===== src/rtl/integer_literal_parser_assert.svh =====
// Assertion macros shared by the integer literal parser RTL.
// Needs clk_i and rst_ni in the scope of every module that uses them.
`ifndef INTEGER_LITERAL_PARSER_ASSERT_SVH
`define INTEGER_LITERAL_PARSER_ASSERT_SVH

// Check a property on every rising edge, ignored while reset is asserted.
`define ILP_ASSERT(name, prop, msg) \
  name: assert property (@(posedge clk_i) disable iff (!rst_ni) (prop)) else $error(msg);

// Check that a condition never holds outside reset.
`define ILP_ASSERT_NEVER(name, cond, msg) \
  name: assert property (@(posedge clk_i) disable iff (!rst_ni) !(cond)) else $error(msg);

`endif


===== src/rtl/ilp_pkg.sv =====
// Shared types and constants for the integer literal parser.
// No dependencies; used by ilp_accum, ilp_final and integer_literal_parser.
`timescale 1ns / 1ps

package ilp_pkg;

  // Characters the parser recognizes
  localparam logic [7:0] CH_X_LC = 8'h78;  // x
  localparam logic [7:0] CH_O_LC = 8'h6F;  // o
  localparam logic [7:0] CH_B_LC = 8'h62;  // b
  localparam logic [7:0] CH_I_LC = 8'h69;  // i
  localparam logic [7:0] CH_I_UC = 8'h49;  // I
  localparam logic [7:0] CH_U_LC = 8'h75;  // u
  localparam logic [7:0] CH_U_UC = 8'h55;  // U
  localparam logic [7:0] CH_1    = 8'h31;
  localparam logic [7:0] CH_2    = 8'h32;
  localparam logic [7:0] CH_3    = 8'h33;
  localparam logic [7:0] CH_4    = 8'h34;
  localparam logic [7:0] CH_6    = 8'h36;
  localparam logic [7:0] CH_8    = 8'h38;

  localparam int unsigned ValueW = 64;

  typedef enum logic [1:0] {
    RADIX_DEC = 2'd0,
    RADIX_HEX = 2'd1,
    RADIX_OCT = 2'd2,
    RADIX_BIN = 2'd3
  } radix_e;

  typedef enum logic [2:0] {
    T_I8  = 3'd0,
    T_I16 = 3'd1,
    T_I32 = 3'd2,
    T_I64 = 3'd3,
    T_U8  = 3'd4,
    T_U16 = 3'd5,
    T_U32 = 3'd6,
    T_U64 = 3'd7
  } type_e;

  typedef enum logic [1:0] {
    ST_OK       = 2'd0,
    ST_OVERFLOW = 2'd1,
    ST_BAD_SFX  = 2'd2
  } status_e;

  // Parse state at the final character, handed to the result stage
  typedef struct packed {
    logic [ValueW-1:0] accum;
    logic              wide_ovf;
    logic              in_sfx;
    logic              sfx_uns;
    logic [15:0]       sfx_chars;
    logic [1:0]        sfx_cnt;
  } snap_t;

endpackage


===== src/rtl/ilp_accum.sv =====
// Per-character parse stage: prefix, digit accumulation and suffix capture.
// Depends on ilp_pkg and integer_literal_parser_assert.svh.
`timescale 1ns / 1ps
`include "integer_literal_parser_assert.svh"

module ilp_accum (
  input  logic          clk_i,
  input  logic          rst_ni,
  input  logic          step_i,
  input  logic [7:0]    char_i,
  input  logic          last_i,
  output ilp_pkg::snap_t snap_o
);

  localparam int unsigned W = ilp_pkg::ValueW;

  logic              at_first_q, at_first_d;
  ilp_pkg::radix_e   radix_q, radix_d;
  logic [W-1:0]      accum_q, accum_d;
  logic              wide_ovf_q, wide_ovf_d;
  logic              stopped_q, stopped_d;
  logic              in_sfx_q, in_sfx_d;
  logic              sfx_uns_q, sfx_uns_d;
  logic [15:0]       sfx_chars_q, sfx_chars_d;
  logic [1:0]        sfx_cnt_q, sfx_cnt_d;

  logic [3:0]        dig;
  logic              dig_vld;
  logic              dig_ok;
  logic [W+3:0]      prod;
  logic [W+3:0]      sum;
  logic              is_sfx_char;

  // Digit value of a character, any base up to 16
  always_comb begin
    dig     = 4'd0;
    dig_vld = 1'b0;
    if (char_i >= 8'h30 && char_i <= 8'h39) begin
      dig     = 4'(char_i - 8'h30);
      dig_vld = 1'b1;
    end else if (char_i >= 8'h61 && char_i <= 8'h66) begin
      dig     = 4'(char_i - 8'h57);
      dig_vld = 1'b1;
    end else if (char_i >= 8'h41 && char_i <= 8'h46) begin
      dig     = 4'(char_i - 8'h37);
      dig_vld = 1'b1;
    end
  end

  // Scale by the radix with shifts; decimal is x8 + x2
  always_comb begin
    dig_ok = 1'b0;
    prod   = '0;
    unique case (radix_q)
      ilp_pkg::RADIX_HEX: begin
        dig_ok = dig_vld;
        prod   = {accum_q, 4'b0};
      end
      ilp_pkg::RADIX_OCT: begin
        dig_ok = dig_vld && (dig < 4'd8);
        prod   = {1'b0, accum_q, 3'b0};
      end
      ilp_pkg::RADIX_BIN: begin
        dig_ok = dig_vld && (dig < 4'd2);
        prod   = {3'b0, accum_q, 1'b0};
      end
      default: begin
        dig_ok = dig_vld && (dig < 4'd10);
        prod   = {1'b0, accum_q, 3'b0} + {3'b0, accum_q, 1'b0};
      end
    endcase
  end

  assign sum = prod + {{W{1'b0}}, dig};

  assign is_sfx_char = (char_i == ilp_pkg::CH_I_LC) || (char_i == ilp_pkg::CH_I_UC) ||
                       (char_i == ilp_pkg::CH_U_LC) || (char_i == ilp_pkg::CH_U_UC);

  always_comb begin
    at_first_d  = 1'b0;
    radix_d     = radix_q;
    accum_d     = accum_q;
    wide_ovf_d  = wide_ovf_q;
    stopped_d   = stopped_q;
    in_sfx_d    = in_sfx_q;
    sfx_uns_d   = sfx_uns_q;
    sfx_chars_d = sfx_chars_q;
    sfx_cnt_d   = sfx_cnt_q;
    if (in_sfx_q) begin
      if (sfx_cnt_q < 2'd2) begin
        sfx_chars_d = {sfx_chars_q[7:0], char_i};
      end
      if (sfx_cnt_q != 2'd3) begin
        sfx_cnt_d = sfx_cnt_q + 2'd1;
      end
    end else if (is_sfx_char) begin
      in_sfx_d  = 1'b1;
      sfx_uns_d = (char_i == ilp_pkg::CH_U_LC) || (char_i == ilp_pkg::CH_U_UC);
      stopped_d = 1'b1;
    end else if (at_first_q && char_i == ilp_pkg::CH_X_LC) begin
      radix_d = ilp_pkg::RADIX_HEX;
    end else if (at_first_q && char_i == ilp_pkg::CH_O_LC) begin
      radix_d = ilp_pkg::RADIX_OCT;
    end else if (at_first_q && char_i == ilp_pkg::CH_B_LC) begin
      radix_d = ilp_pkg::RADIX_BIN;
    end else if (!stopped_q) begin
      if (dig_ok) begin
        if (!wide_ovf_q) begin
          if (|sum[W+3:W]) begin
            wide_ovf_d = 1'b1;
          end else begin
            accum_d = sum[W-1:0];
          end
        end
      end else begin
        stopped_d = 1'b1;
      end
    end
  end

  always_comb begin
    snap_o.accum     = accum_d;
    snap_o.wide_ovf  = wide_ovf_d;
    snap_o.in_sfx    = in_sfx_d;
    snap_o.sfx_uns   = sfx_uns_d;
    snap_o.sfx_chars = sfx_chars_d;
    snap_o.sfx_cnt   = sfx_cnt_d;
  end

  always_ff @(posedge clk_i or negedge rst_ni) begin
    if (!rst_ni) begin
      at_first_q  <= 1'b1;
      radix_q     <= ilp_pkg::RADIX_DEC;
      accum_q     <= '0;
      wide_ovf_q  <= 1'b0;
      stopped_q   <= 1'b0;
      in_sfx_q    <= 1'b0;
      sfx_uns_q   <= 1'b0;
      sfx_chars_q <= '0;
      sfx_cnt_q   <= '0;
    end else if (step_i) begin
      if (last_i) begin
        at_first_q  <= 1'b1;
        radix_q     <= ilp_pkg::RADIX_DEC;
        accum_q     <= '0;
        wide_ovf_q  <= 1'b0;
        stopped_q   <= 1'b0;
        in_sfx_q    <= 1'b0;
        sfx_uns_q   <= 1'b0;
        sfx_chars_q <= '0;
        sfx_cnt_q   <= '0;
      end else begin
        at_first_q  <= at_first_d;
        radix_q     <= radix_d;
        accum_q     <= accum_d;
        wide_ovf_q  <= wide_ovf_d;
        stopped_q   <= stopped_d;
        in_sfx_q    <= in_sfx_d;
        sfx_uns_q   <= sfx_uns_d;
        sfx_chars_q <= sfx_chars_d;
        sfx_cnt_q   <= sfx_cnt_d;
      end
    end
  end

  `ILP_ASSERT(a_accum_frozen_on_ovf, (wide_ovf_q && step_i && !last_i) |=> $stable(accum_q), "accumulator moved after 64-bit overflow")
  `ILP_ASSERT(a_stop_sticky, (stopped_q && !(step_i && last_i)) |=> stopped_q, "digit stop cleared inside a literal")

endmodule


===== src/rtl/ilp_final.sv =====
// Result stage: suffix decode, range check and saturation, output register.
// Depends on ilp_pkg and integer_literal_parser_assert.svh.
`timescale 1ns / 1ps
`include "integer_literal_parser_assert.svh"

module ilp_final (
  input  logic                         clk_i,
  input  logic                         rst_ni,
  input  logic                         snap_vld_i,
  input  ilp_pkg::snap_t               snap_i,
  output logic                         snap_rdy_o,
  output logic                         out_vld_o,
  input  logic                         out_rdy_i,
  output logic [ilp_pkg::ValueW-1:0]   value_o,
  output logic [2:0]                   type_o,
  output logic [1:0]                   status_o
);

  localparam int unsigned W = ilp_pkg::ValueW;

  ilp_pkg::snap_t    snap_q;
  logic              snap_vld_q, snap_vld_d;
  logic              out_vld_q, out_vld_d;
  logic [W-1:0]      value_q;
  ilp_pkg::type_e    type_q;
  ilp_pkg::status_e  status_q;

  logic              out_load;
  logic [7:0]        hi, lo;
  logic              bad;
  ilp_pkg::type_e    ty;
  logic [W-1:0]      mx;
  logic [W-1:0]      res_value;
  ilp_pkg::type_e    res_type;
  ilp_pkg::status_e  res_status;

  function automatic logic [W-1:0] type_max(ilp_pkg::type_e t);
    logic [W-1:0] m;
    unique case (t)
      ilp_pkg::T_I8:  m = W'(64'h7F);
      ilp_pkg::T_I16: m = W'(64'h7FFF);
      ilp_pkg::T_I32: m = W'(64'h7FFF_FFFF);
      ilp_pkg::T_I64: m = {1'b0, {(W-1){1'b1}}};
      ilp_pkg::T_U8:  m = W'(64'hFF);
      ilp_pkg::T_U16: m = W'(64'hFFFF);
      ilp_pkg::T_U32: m = W'(64'hFFFF_FFFF);
      default:        m = {W{1'b1}};
    endcase
    return m;
  endfunction

  assign out_load   = snap_vld_q && (!out_vld_q || out_rdy_i);
  assign snap_rdy_o = !snap_vld_q || !out_vld_q || out_rdy_i;

  assign hi = snap_q.sfx_chars[15:8];
  assign lo = snap_q.sfx_chars[7:0];

  always_comb begin
    ty  = ilp_pkg::T_I32;
    bad = 1'b0;
    if (snap_q.in_sfx) begin
      if (snap_q.sfx_cnt == 2'd1 && lo == ilp_pkg::CH_8) begin
        ty = ilp_pkg::T_I8;
      end else if (snap_q.sfx_cnt == 2'd2 && hi == ilp_pkg::CH_1 && lo == ilp_pkg::CH_6) begin
        ty = ilp_pkg::T_I16;
      end else if (snap_q.sfx_cnt == 2'd2 && hi == ilp_pkg::CH_3 && lo == ilp_pkg::CH_2) begin
        ty = ilp_pkg::T_I32;
      end else if (snap_q.sfx_cnt == 2'd2 && hi == ilp_pkg::CH_6 && lo == ilp_pkg::CH_4) begin
        ty = ilp_pkg::T_I64;
      end else begin
        bad = 1'b1;
      end
      if (!bad && snap_q.sfx_uns) begin
        ty = ilp_pkg::type_e'({1'b1, ty[1:0]});
      end
    end
  end

  assign mx = type_max(ty);

  always_comb begin
    if (bad) begin
      res_value  = '0;
      res_type   = ilp_pkg::T_I32;
      res_status = ilp_pkg::ST_BAD_SFX;
    end else if (snap_q.wide_ovf || snap_q.accum > mx) begin
      res_value  = mx;
      res_type   = ty;
      res_status = ilp_pkg::ST_OVERFLOW;
    end else begin
      res_value  = snap_q.accum;
      res_type   = ty;
      res_status = ilp_pkg::ST_OK;
    end
  end

  always_comb begin
    snap_vld_d = snap_vld_q;
    if (snap_vld_i && snap_rdy_o) begin
      snap_vld_d = 1'b1;
    end else if (out_load) begin
      snap_vld_d = 1'b0;
    end
    out_vld_d = out_vld_q;
    if (out_load) begin
      out_vld_d = 1'b1;
    end else if (out_rdy_i) begin
      out_vld_d = 1'b0;
    end
  end

  always_ff @(posedge clk_i or negedge rst_ni) begin
    if (!rst_ni) begin
      snap_vld_q <= 1'b0;
      out_vld_q  <= 1'b0;
    end else begin
      snap_vld_q <= snap_vld_d;
      out_vld_q  <= out_vld_d;
    end
  end

  always_ff @(posedge clk_i) begin
    if (snap_vld_i && snap_rdy_o) begin
      snap_q <= snap_i;
    end
    if (out_load) begin
      value_q  <= res_value;
      type_q   <= res_type;
      status_q <= res_status;
    end
  end

  assign out_vld_o = out_vld_q;
  assign value_o   = value_q;
  assign type_o    = type_q;
  assign status_o  = status_q;

  `ILP_ASSERT(a_ok_in_range, (out_vld_q && status_q == ilp_pkg::ST_OK) |-> (value_q <= type_max(type_q)), "ok result above type maximum")
  `ILP_ASSERT(a_bad_sfx_fields, (out_vld_q && status_q == ilp_pkg::ST_BAD_SFX) |-> (value_q == '0 && type_q == ilp_pkg::T_I32), "bad suffix result not zero i32")
  `ILP_ASSERT_NEVER(a_snap_overrun, snap_vld_i && !snap_rdy_o && out_load, "snapshot stage ready logic inconsistent")

endmodule


===== src/rtl/integer_literal_parser.sv =====
// Top level of the integer literal parser: input register, parse and result stages.
// Depends on ilp_pkg, ilp_accum, ilp_final and integer_literal_parser_assert.svh.
`timescale 1ns / 1ps
`include "integer_literal_parser_assert.svh"

// Usage:
//   Feed a literal on the slave stream one ASCII character per transaction,
//   with s_axis_tlast high on its final character. A leading x, o or b picks
//   base 16, 8 or 2; digits build a 64-bit magnitude; i/u plus 8, 16, 32 or 64
//   set the type (i32 when absent). One result transaction per literal leaves
//   on the master stream carrying value, type code and status.
//   Throughput: one character per cycle unless a last character is held
//   (see Stall), set by the multiply-by-radix (shift-add) and 68-bit carry
//   check in ilp_accum. A literal's end: the last character moves from the
//   input register through the parse stage into the snapshot register, then
//   into the result register, which drives m_axis_tvalid.
//   Reset: clears every valid flag and the parse state; the first character
//   after reset starts a new literal in base 10.
//   Stall: while m_axis_tready is low, one result and one more snapshot can
//   wait in ilp_final; once both are full, a pending last character holds in
//   the input register and s_axis_tready drops. Characters that are not last
//   keep flowing until such a last character reaches the input register.

module integer_literal_parser (
  input  logic        clk_i,
  input  logic        rst_ni,
  input  logic        s_axis_tvalid,
  output logic        s_axis_tready,
  input  logic [7:0]  s_axis_tdata,   // [7:0] char_code
  input  logic        s_axis_tlast,
  output logic        m_axis_tvalid,
  input  logic        m_axis_tready,
  output logic [71:0] m_axis_tdata    // [63:0] value, [66:64] type_code, [68:67] status
);

  logic        in_vld_q, in_vld_d;
  logic [7:0]  in_char_q;
  logic        in_last_q;

  logic        snap_rdy;
  logic        step_go;
  logic        step;
  logic        snap_load;
  ilp_pkg::snap_t snap;

  logic [ilp_pkg::ValueW-1:0] value;
  logic [2:0]  type_code;
  logic [1:0]  status;

  // Non-last characters always advance; a last one waits for the result stage
  assign step_go       = !in_last_q || snap_rdy;
  assign step          = in_vld_q && step_go;
  assign snap_load     = step && in_last_q;
  assign s_axis_tready = !in_vld_q || step_go;

  always_comb begin
    in_vld_d = in_vld_q;
    if (s_axis_tready) begin
      in_vld_d = s_axis_tvalid;
    end
  end

  always_ff @(posedge clk_i or negedge rst_ni) begin
    if (!rst_ni) begin
      in_vld_q <= 1'b0;
    end else begin
      in_vld_q <= in_vld_d;
    end
  end

  // Capture the character payload on each accepted transaction
  always_ff @(posedge clk_i) begin
    if (s_axis_tvalid && s_axis_tready) begin
      in_char_q <= s_axis_tdata;
      in_last_q <= s_axis_tlast;
    end
  end

  ilp_accum u_accum (
    .clk_i  (clk_i),
    .rst_ni (rst_ni),
    .step_i (step),
    .char_i (in_char_q),
    .last_i (in_last_q),
    .snap_o (snap)
  );

  ilp_final u_final (
    .clk_i      (clk_i),
    .rst_ni     (rst_ni),
    .snap_vld_i (snap_load),
    .snap_i     (snap),
    .snap_rdy_o (snap_rdy),
    .out_vld_o  (m_axis_tvalid),
    .out_rdy_i  (m_axis_tready),
    .value_o    (value),
    .type_o     (type_code),
    .status_o   (status)
  );

  assign m_axis_tdata = {3'b000, status, type_code, value};

  // A last character that cannot advance must stay put in the input register
  `ILP_ASSERT(a_hold_last, (in_vld_q && in_last_q && !snap_rdy) |=> (in_vld_q && in_last_q), "last character dropped while result stage busy")

endmodule

===== config.mk =====
export PLATFORM = sky130hd
export DESIGN_NAME = integer_literal_parser
export DESIGN_NICKNAME = d
export VERILOG_FILES = /design/src/rtl/ilp_pkg.sv /design/src/rtl/ilp_accum.sv /design/src/rtl/ilp_final.sv /design/src/rtl/integer_literal_parser.sv
export VERILOG_INCLUDE_DIRS = /design/src /design/src/rtl
export SDC_FILE = /design/constraint.sdc
export NUM_CORES = 1
export LEC_CHECK = 0
export ABC_AREA = 1
export BUFFER_PORTS_ARGS = -buffer_cell sky130_fd_sc_hd__buf_2
export CAP_MARGIN = 5
export CORE_MARGIN = 5
export CORE_UTILIZATION = 50
export DETAILED_ROUTE_END_ITERATION = 10
export PLACE_DENSITY = 0.67
export SETUP_SLACK_MARGIN = 0.15
export SLEW_MARGIN = 5
export SYNTH_ARGS = -nofsm -noshare
export SYNTH_HDL_FRONTEND = slang
export SYNTH_SLANG_ARGS = --single-unit

===== constraint.sdc =====
create_clock -name clk_i -period 8.96 [get_ports clk_i]
set_input_delay 0.896 -clock clk_i [delete_from_list [all_inputs] [get_ports clk_i]]
set_output_delay 0.896 -clock clk_i [all_outputs]
set_load 0.02 [all_outputs]

==> reports/qor.yml, run 1 <==
path_delay_family: "simple AND/OR/NAND/NOR gates"
hp-class: "in2async"
final_common_cell: "nand2_1"
ys_ff_latch: 255
drtIter0Drc: 2329
r2r_start: "u_accum.radix_q[0]"
start_util: 0.5024
drv_cap: 0
synth_compound_area_frac: 0.07419
die_w_um: 223.1
syn_area_um2: 22700
final_nets: 3604
postRouteAntennaNets: 0
seq_area_frac_synth: 0.3171
netlist_instances: 3430
synthAdderAreaFrac: 0.07176
insertion_delay_ns: 0.53
area_growth_pct: 6.713
avgRoutedWirePerCell_um: 19.02
grt_use_met3: 0.02724
die_h_um: 223.1
htree_num_levels: 1
gr-max-usage-layer: "met2"
grt_util_met2: 0.4842
synth_ff_type: "edfxtp_1"
path_class: "reg2reg"
vias: 22185
vdd_drop_max_mv: 0.1364
fin_tns_setup_ns: 0
crit_slowest_cell: "inv_2"
fin_util: 0.5361
timing.fmax_mhz: 150.2
max_stage_delay_ns: 0.71
worstRegToRegCells: 25
r2r_slack_ns: 2.30
holdWs_ns: 0.3172
leakagePower_nw: 12.30
wirelength_um: 77600
synth_top_family_by_area: "simple AND/OR/NAND/NOR gates"
final_cell_mix: "nand2_1, inv_1, nand3_1, nor2_1, edfxtp_1"
worst-path-max-fanout: 47
crit_arrival_ns: 6.95
maxSlewViolCount: 0
synth-xor-area-share: 0.02199
grt_use_met1: 0.4345
routabilityCongestion: 0.9618
post_cts_buffers: 0
viasPerCell: 5.436
dpl_cell_area_um2: 23420
fin_crit_ns: 6.658
rsz0062_at_grt: "no"
final-hold-violation-count: 0
grt_usage: 0.3027
postCtsHoldBufs: 0
synth_edf_count: 163
clock-sinks: 255
power_density_nw_per_um2: 112.9
rr_endpoint: "u_final.snap_q[21]"
drive_gt1_frac: 0.08908
ys_warn_count: 0
cts_buffer_depth: 3
yosys.area_share.simple: 0.3873
core_um2: 45190
cp-end-kind: "flip-flop"
numPortBuffers: 83
clockRootBuffer: "clkbuf_16"
startpoint_type: "flip-flop"
first_pass_iters: 8
path_clk_slew_ns: 0.08
grt_pass1_vias: 20816
ios: 87
grt_pass1_wl_um: 118900
num_rows: 78
synthArstFlopShare: 0.3608
ctsResizeCount: 0
relSlewSlack: 0.2194
path_buf_inv: 3
cp_data_required_time_ns: 9.26
status: "complete, no violations"
grt_antenna_before_repair: 0
skew_ns: 0.02424
fin_crit_sh: 0.7431
post-route-cell-area_um2: 24220
synthDistinctLibCells: 61
numCtsBuffers: 24
total_power_mw: 2.734
avgSynthCellArea_um2: 6.618
cts_tree: "yes"
grt_max_degree: 80
drc: 0
synth.area.mux_share: 0.0004409
tightest_slew_ns: 1.167
grt_overflow: 0
setup_viol_count_final: 0
dpl.hpwl_um: 62690
die-area_um2: 49760
-- power by group --
group / switching, mW / internal, mW
clock network: 0.456 / 0.601
registers: 0.0399 / 1.32
logic: 0.238 / 0.0838
-- metal layers --
metal  up-vias  part of all wire  wire [µm]
li1      10934                 -          -
met2       871              0.45      34590
met3       129             0.073       5692
met4         0             0.037       2856
met1     10251              0.44      34460
met5         -                 0          0
-- how the worst max path moves through the flow --
stage	start	end	cells past startpoint
after CTS	u_accum.radix_q[0]	u_final.snap_q[21]	25
after global placement	u_accum.radix_q[0]	u_final.snap_q[24]	25
after floorplan	m_axis_tready	u_final.status_o[0]	2
after global routing	u_final.lo[7]	u_final.value_o[50]	27
final	u_accum.radix_q[0]	u_final.snap_q[21]	25
after detailed placement	u_accum.radix_q[0]	u_final.snap_q[21]	25
-- cells in the mapped netlist, types with 7 or more instances --
library cell	n	area, µm²
nor2_2	19	118.9
buf_4	19	142.6
a221oi_1	7	61.31
buf_6	8	90.09
nand3_2	63	630.6
a2111oi_0	8	70.07
inv_2	15	56.30
edfxtp_1	163	4895
o211ai_1	13	97.59
o221ai_1	25	219.0
inv_1	593	2226
xor2_1	41	359.1
dfrtp_1	91	2277
buf_2	13	65.06
nor3_1	35	175.2
nand2_2	56	350.3
ha_1	127	1589
o21ai_0	83	415.4
nand2_1	1246	4677
nor4_1	8	50.05
xnor2_1	16	140.1
nand3_1	256	1281
nor2_1	251	942.2
nand4_1	44	275.3
clkbuf_1	36	135.1
o22ai_1	31	193.9
buf_1	9	33.78
a21oi_1	79	395.4
-- final cells by class --
cell class,count,area [µm²]
Clock buffer,30,644.4
Antenna cell,1,2.502
Timing Repair Buffer,97,523.0
Multi-Input combinational cell,2472,12650
Sequential cell,255,7198
Tap cell,600,750.7
Clock inverter,14,155.1
Fill cell,4514,20960
Inverter,612,2298
-- logic make-up (layout without fill, tap and decap cells) --
group / Yosys count / in the layout
fa+ha+maj: 129 / 129
xor+xnor: 57 / 57
simple gates: 2005 / 2005
other cells: 1 / 4
flops: 255 / 255
compound gates: 277 / 277
buf+inv: 705 / 753
mux: 1 / 1
-- per-stage QoR --
step | cells | setup slack [ns]
after floorplan | 3432 | 4.176
after global placement | 4036 | 2.580
after detailed placement | 4036 | 2.499
after CTS | 4080 | 2.483
after global routing | 4080 | 1.994
final | 4081 | 2.302
-- sequential cells by signal (all words and copies together), names as in the netlist, 3 cells and up --
name and cells:
in_char_q 8, u_accum.accum_q 64, u_accum.sfx_chars_q 16, u_final.hi 8
u_final.lo 8, u_final.snap_q 69, u_final.type_o 3, u_final.value_o 64
No activity file was read; power rests on OpenSTA's default activity.
==> inputs of run 2 (changes only) <==
PLACE_DENSITY = 0.69   (was 0.67)
clock period = 5.7 ns   (was 8.96 ns; I/O delays follow)
==> reports/qor.yml, run 2 (synthesized netlist as in run 1, its figures left out) <==
status: "complete, no violations"
fin_util: 0.5412
viasPerCell: 5.260
grt_pass1_vias: 19733
largest-register: "u_final.snap_q"
drv_cap: 0
relSlewSlack: 0.3565
layout.area.seq_um2: 7198
grt_pass1_wl_um: 106700
skew_ns: 0.01955
fin_crit_sh: 0.8984
die_w_um: 223.1
final_nets: 3630
vias: 21596
ios: 87
final_common_cell: "nand2_1"
numCtsBuffers: 24
power_density_nw_per_um2: 171.5
core_um2: 45190
multi_input_area_um2: 12680
first_pass_iters: 7
startpoint_type: "flip-flop"
cp-end-kind: "flip-flop"
tightest_slew_ns: 0.9652
hp-class: "in2reg"
die_h_um: 223.1
start_util: 0.5024
postRouteAntennaNets: 0
dpl_cell_area_um2: 23620
rsz0062_at_grt: "no"
htree_num_levels: 1
num-fill-cells: 4519
fin_crit_ns: 5.121
num_rows: 78
area_growth_pct: 7.727
insertion_delay_ns: 0.53
cp_data_required_time_ns: 6.16
max_stage_delay_ns: 0.51
crit_arrival_ns: 5.58
fin_tns_setup_ns: 0
drive_gt1_frac: 0.09726
dpl.hpwl_um: 54230
clockRootBuffer: "clkbuf_16"
path_clk_slew_ns: 0.07
final_cell_mix: "nand2_1, inv_1, nand3_1, nor2_1, edfxtp_1"
grt_overflow: 0
crit_slowest_cell: "edfxtp_1"
cp_common_cell: "nand2_1"
grt_max_degree: 78
maxSlewViolCount: 0
cts_tree: "yes"
wirelength_um: 67770
die-area_um2: 49760
final-hold-violation-count: 0
clock-sinks: 255
path_class: "reg2reg"
post-route-cell-area_um2: 24450
grt_usage: 0.2644
drc: 0
largest_register_ffs: 69
numPortBuffers: 83
drtIter0Drc: 2372
avgRoutedWirePerCell_um: 16.50
worst-path-max-fanout: 34
timing.fmax_mhz: 195.3
grt_antenna_before_repair: 0
routabilityCongestion: 0.9604
cts_buffer_depth: 3
vdd_drop_max_mv: 0.2172
setup_viol_count_final: 0
leakagePower_nw: 12.42
antenna_cells: 0
## run 2: cell count changes in the layout (fill, tap and decap cells not counted), sizes merged
cell / before / now
bufinv: 3 / 1
clkbuf: 30 / 31
clkinv: 13 / 17
diode: 1 / 0
inv: 608 / 606
dlygate4sd3: 0 / 1
buf: 97 / 121
## run 2: path summary, 6_finish.rpt
path / startpoint / end / slack (ns) / depth (start not counted)
setup / recovery: in_char_q[0] / u_accum.accum_q[42] / 0.58 / 29
min in group asynchronous: rst_ni / u_accum.sfx_chars_q[5] / 0.50 / 2
setup reg to reg: in_char_q[0] / u_accum.accum_q[42] / 0.58 / 29
max in group asynchronous: rst_ni / u_accum.accum_q[8] / 3.92 / 3
hold / removal: s_axis_tdata[6] / in_char_q[6] / 0.21 / 1
hold reg to reg: u_accum.at_first_q / u_accum.at_first_q / 0.50 / 2
## run 2: cell type report
cell class | count | area share
tap | 600 | 0.03070
timing repair buffer | 122 | 0.03070
sequential | 255 | 0.2943
clock buffer | 31 | 0.02691
multi-input combinational | 2472 | 0.5186
clock inverter | 13 | 0.004247
inverter | 612 | 0.09414
timing repair inverter | 1 | 0.0003070
## run 2: metrics by stage
step	hold slack [ns]	instances	setup slack (ns)	power, mW
floorplan	0.2744	3432	0.9911	2.502
global placement	0.4884	4057	0.1853	2.656
detailed placement	0.4880	4057	0.07767	2.660
CTS	0.1895	4106	0.2984	4.219
global route	0.1904	4106	0.1608	4.357
finish	0.2148	4106	0.5793	4.194
## run 2: power by group
group	switching (mW)	internal [mW]	total [mW]
Clock	0.696	0.868	1.56
Combinational	0.367	0.140	0.507
Sequential	0.0562	2.07	2.12
Total	1.12	3.08	4.19
## run 2: critical path: cells and delay by family, from the launching register on
kind | cells | cell delay, ns
simple gates | 21 | 2.68
flops | 1 | 0.51
compound gates | 2 | 0.54
fa+ha+maj | 2 | 0.51
buf+inv | 4 | 0.81
## run 2: layer usage
layer / vias to the layer above / routed length (µm) / GRT usage
met5: - / 0 / 0
met4: 0 / 1951 / 0.07016
met3: 81 / 5374 / 0.02263
met2: 724 / 28800 / 0.4049
met1: 9803 / 31640 / 0.4030
li1: 10988 / - / -
## run 2: repair_timing
action / CTS / global route
hold endpoints to repair: 26 / 0
hold buffers: 1 / 0
pin swaps: 0 / 0
cloned: 1 / 0
resized for setup: 3 / 8
setup buffers: 3 / 0
setup endpoints to repair: 42 / 153
==> inputs of run 3 (changes only) <==
ABC_AREA = not set   (was 1)
==> reports/qor.yml, run 3 <==
status: "finished with violations"
violations: "negative setup slack"
post-route-cell-area_um2: 26810
timing.fmax_mhz: 175.3
final-hold-violation-count: 0
synth_ff_type: "edfxtp_1"
final_cell_mix: "buf_4, nand2_1, nor2_1, edfxtp_1, a21oi_1"
die_h_um: 214.1
synth_top_area_frac: 0.2350
routabilityCongestion: 1.011
power_density_nw_per_um2: 295.3
num_rows: 74
layout.area.seq_um2: 7226
worstRegToRegCells: 17
crit_arrival_ns: 6.00
grt_max_degree: 86
netlist_instances: 2379
postRouteAntennaNets: 0
cts_buffer_depth: 3
fin_tns_setup_ns: -0.005160
tightest_slew_ns: 1.230
htree_num_levels: 1
holdPathStages: 1
switchingPower_mw: 3.236
cts_tree: "yes"
rr_endpoint: "u_final.snap_q[28]"
wirelength_um: 79980
grt_pass1_wl_um: 120900
die-area_um2: 45830
total_power_mw: 7.917
r2r_slack_ns: -0.005
syn_area_um2: 20830
fin_crit_ns: 5.705
insertion_delay_ns: 0.57
hold_path_end: "in_last_q"
drive_gt1_frac: 0.2881
p_seq_frac: 0.309
r2r_start: "u_accum.accum_q[36]"
numCtsBuffers: 26
combPwrFrac: 0.485
vdd_drop_max_mv: 0.1975
synthDistinctLibCells: 94
post-synth-top-count-cell: "nand2_1"
ys_ff_latch: 255
synth_top_area_cell: "edfxtp_1"
skew_ns: 0.05621
cp-end-kind: "flip-flop"
antenna_cells: 0
worstHoldStart: "s_axis_tlast"
p_sw_frac: 0.4087
final_nets: 2895
relSlewSlack: 0.1587
leakagePower_nw: 11.05
maxSlewViolCount: 0
hp-class: "in2reg"
clockRootBuffer: "clkbuf_16"
numPortBuffers: 83
ys_warn_count: 0
fin_util: 0.6536
start_util: 0.5077
drv_cap: 0
cp_data_required_time_ns: 6.00
final_common_cell: "buf_4"
placed_cells: 3198
setup_viol_count_final: 1
synth_edf_count: 163
path_class: "reg2reg"
rsz0062_at_grt: "yes"
fin_crit_sh: 1.001
drc: 0
avgSynthCellArea_um2: 8.754
ios: 87
stdcell_count: 3305
avgRoutedWirePerCell_um: 24.20
largest-register: "u_final.snap_q"
dpl_cell_area_um2: 24180
clock-sinks: 255
vias: 21684
drtIter0Drc: 2955
dpl.hpwl_um: 59670
multi_input_area_um2: 14000
viasPerCell: 6.561
clockPowerShare: 0.206
die_w_um: 214.1
setup_ws_ns: -0.005160
startpoint_type: "flip-flop"
first_pass_iters: 8
core_um2: 41020
grt_pass1_vias: 20312
synthTopCellsByArea: "edfxtp_1, dfrtp_1, ha_1"
worst-path-max-fanout: 8
grt_antenna_before_repair: 0
largest_register_ffs: 69
path_clk_slew_ns: 0.07
intPower_mw: 4.682
area_growth_pct: 28.72
grt_overflow: 0
num-fill-cells: 3235
synthArstFlopShare: 0.3608
seq_area_frac_synth: 0.3456
yosys-top-cells-count: "nand2_1, nor2_1, edfxtp_1, a21oi_1, o21ai_0"
grt_usage: 0.3297
run 3: cell count changes after synthesis, moves of 40 or more:
cell	delta
nand3_1	-189
inv_1	-551
nand3_2	-63
nand2_2	-56
mux2i_1	+40
o21ai_0	+54
nor2_1	-72
clkbuf_1	+57
a21o_1	+94
a21oi_1	+82
mux2_2	+42
nor3_1	+43
nand2_1	-956
run 3: timing repair:
action / 4_1_cts / 5_1_grt
setup endpoints to repair: 175 / 180
endpoints found under the hold margin: 21 / 0
hold buffers: 1 / 0
pin swaps: 38 / 47
buffers inserted: 32 / 15
gates resized for setup: 117 / 138
gates cloned: 9 / 2
run 3: worst max path at each step:
stage | startpoint | endpoint | slack [ns]
2_1_floorplan | u_accum.accum_q[2] | u_final.snap_q[47] | 0.05
3_3_place_gp | u_accum.accum_q[3] | u_accum.accum_q[15] | -0.03
3_5_place_dp | u_accum.accum_q[1] | u_accum.accum_q[13] | -0.13
4_1_cts | in_char_q[0] | u_accum.accum_q[40] | 0.04
5_1_grt | u_accum.accum_q[10] | u_accum.accum_q[55] | -0.12
6_report | u_accum.accum_q[36] | u_final.snap_q[28] | -0.005
run 3: kinds of logic after synthesis:
| logic type | count (synthesis) | share of synthesized area |
|---|---|---|
| adder cells (fa/ha/maj) | 129 | 0.07822 |
| XOR/XNOR | 79 | 0.03322 |
| multiplexers | 92 | 0.05215 |
| flip-flops | 255 | 0.3456 |
| other | 1 | 0.0001801 |
| AO/OA/AOI/OAI | 713 | 0.2333 |
| buffers and inverters | 192 | 0.03857 |
| AND/OR/NAND/NOR | 918 | 0.2187 |
run 3: metal layers:
layer	global-route usage	share of wire	vias up
met5	0	0	-
met4	0.08074	0.029	0
met3	0.06904	0.11	155
met2	0.4806	0.42	1202
met1	0.5020	0.44	10509
li1	-	-	9818
run 3: power by group through the flow:
stage	registers (mW)	clock network (mW)	logic, mW
final	2.45	1.63	3.84
after global routing	2.46	1.71	4.07
after CTS	2.41	1.64	3.52
after detailed placement	2.43	0	3.34
after global placement	2.43	0	3.30
after floorplan	2.41	0	1.92
run 3: worst max-delay path: stages (launching register included):
cell and delay, ns:
dfrtp_1 0.56, ha_4 0.44, a21oi_1 0.17, o21a_1 0.24, o21ai_0 0.28, mux2i_1 0.35
mux4_2 0.31, nand3_1 0.22, or2_1 0.30, or4_4 0.50, or4b_4 0.56, or4_4 0.49
a221o_4 0.43, buf_12 0.17, buf_6 0.13, buf_16 0.15, nand2_1 0.07, o21ai_1 0.09
run 3: per-stage QoR:
stage,hold WS [ns],setup WS (ns)
after floorplan,0.2744,0.04765
after global placement,0.4440,-0.02840
after detailed placement,0.4536,-0.1304
after CTS,0.1541,0.04312
after global routing,0.1631,-0.1183
final,0.1765,-0.005160
run 3: final cells by class:
cell class	instances	area share
timing repair buffer	492	0.1476
clock buffer	35	0.02665
multi-input combinational	1935	0.5221
clock inverter	13	0.003220
inverter	43	0.006067
sequential	255	0.2695
tap	532	0.02483
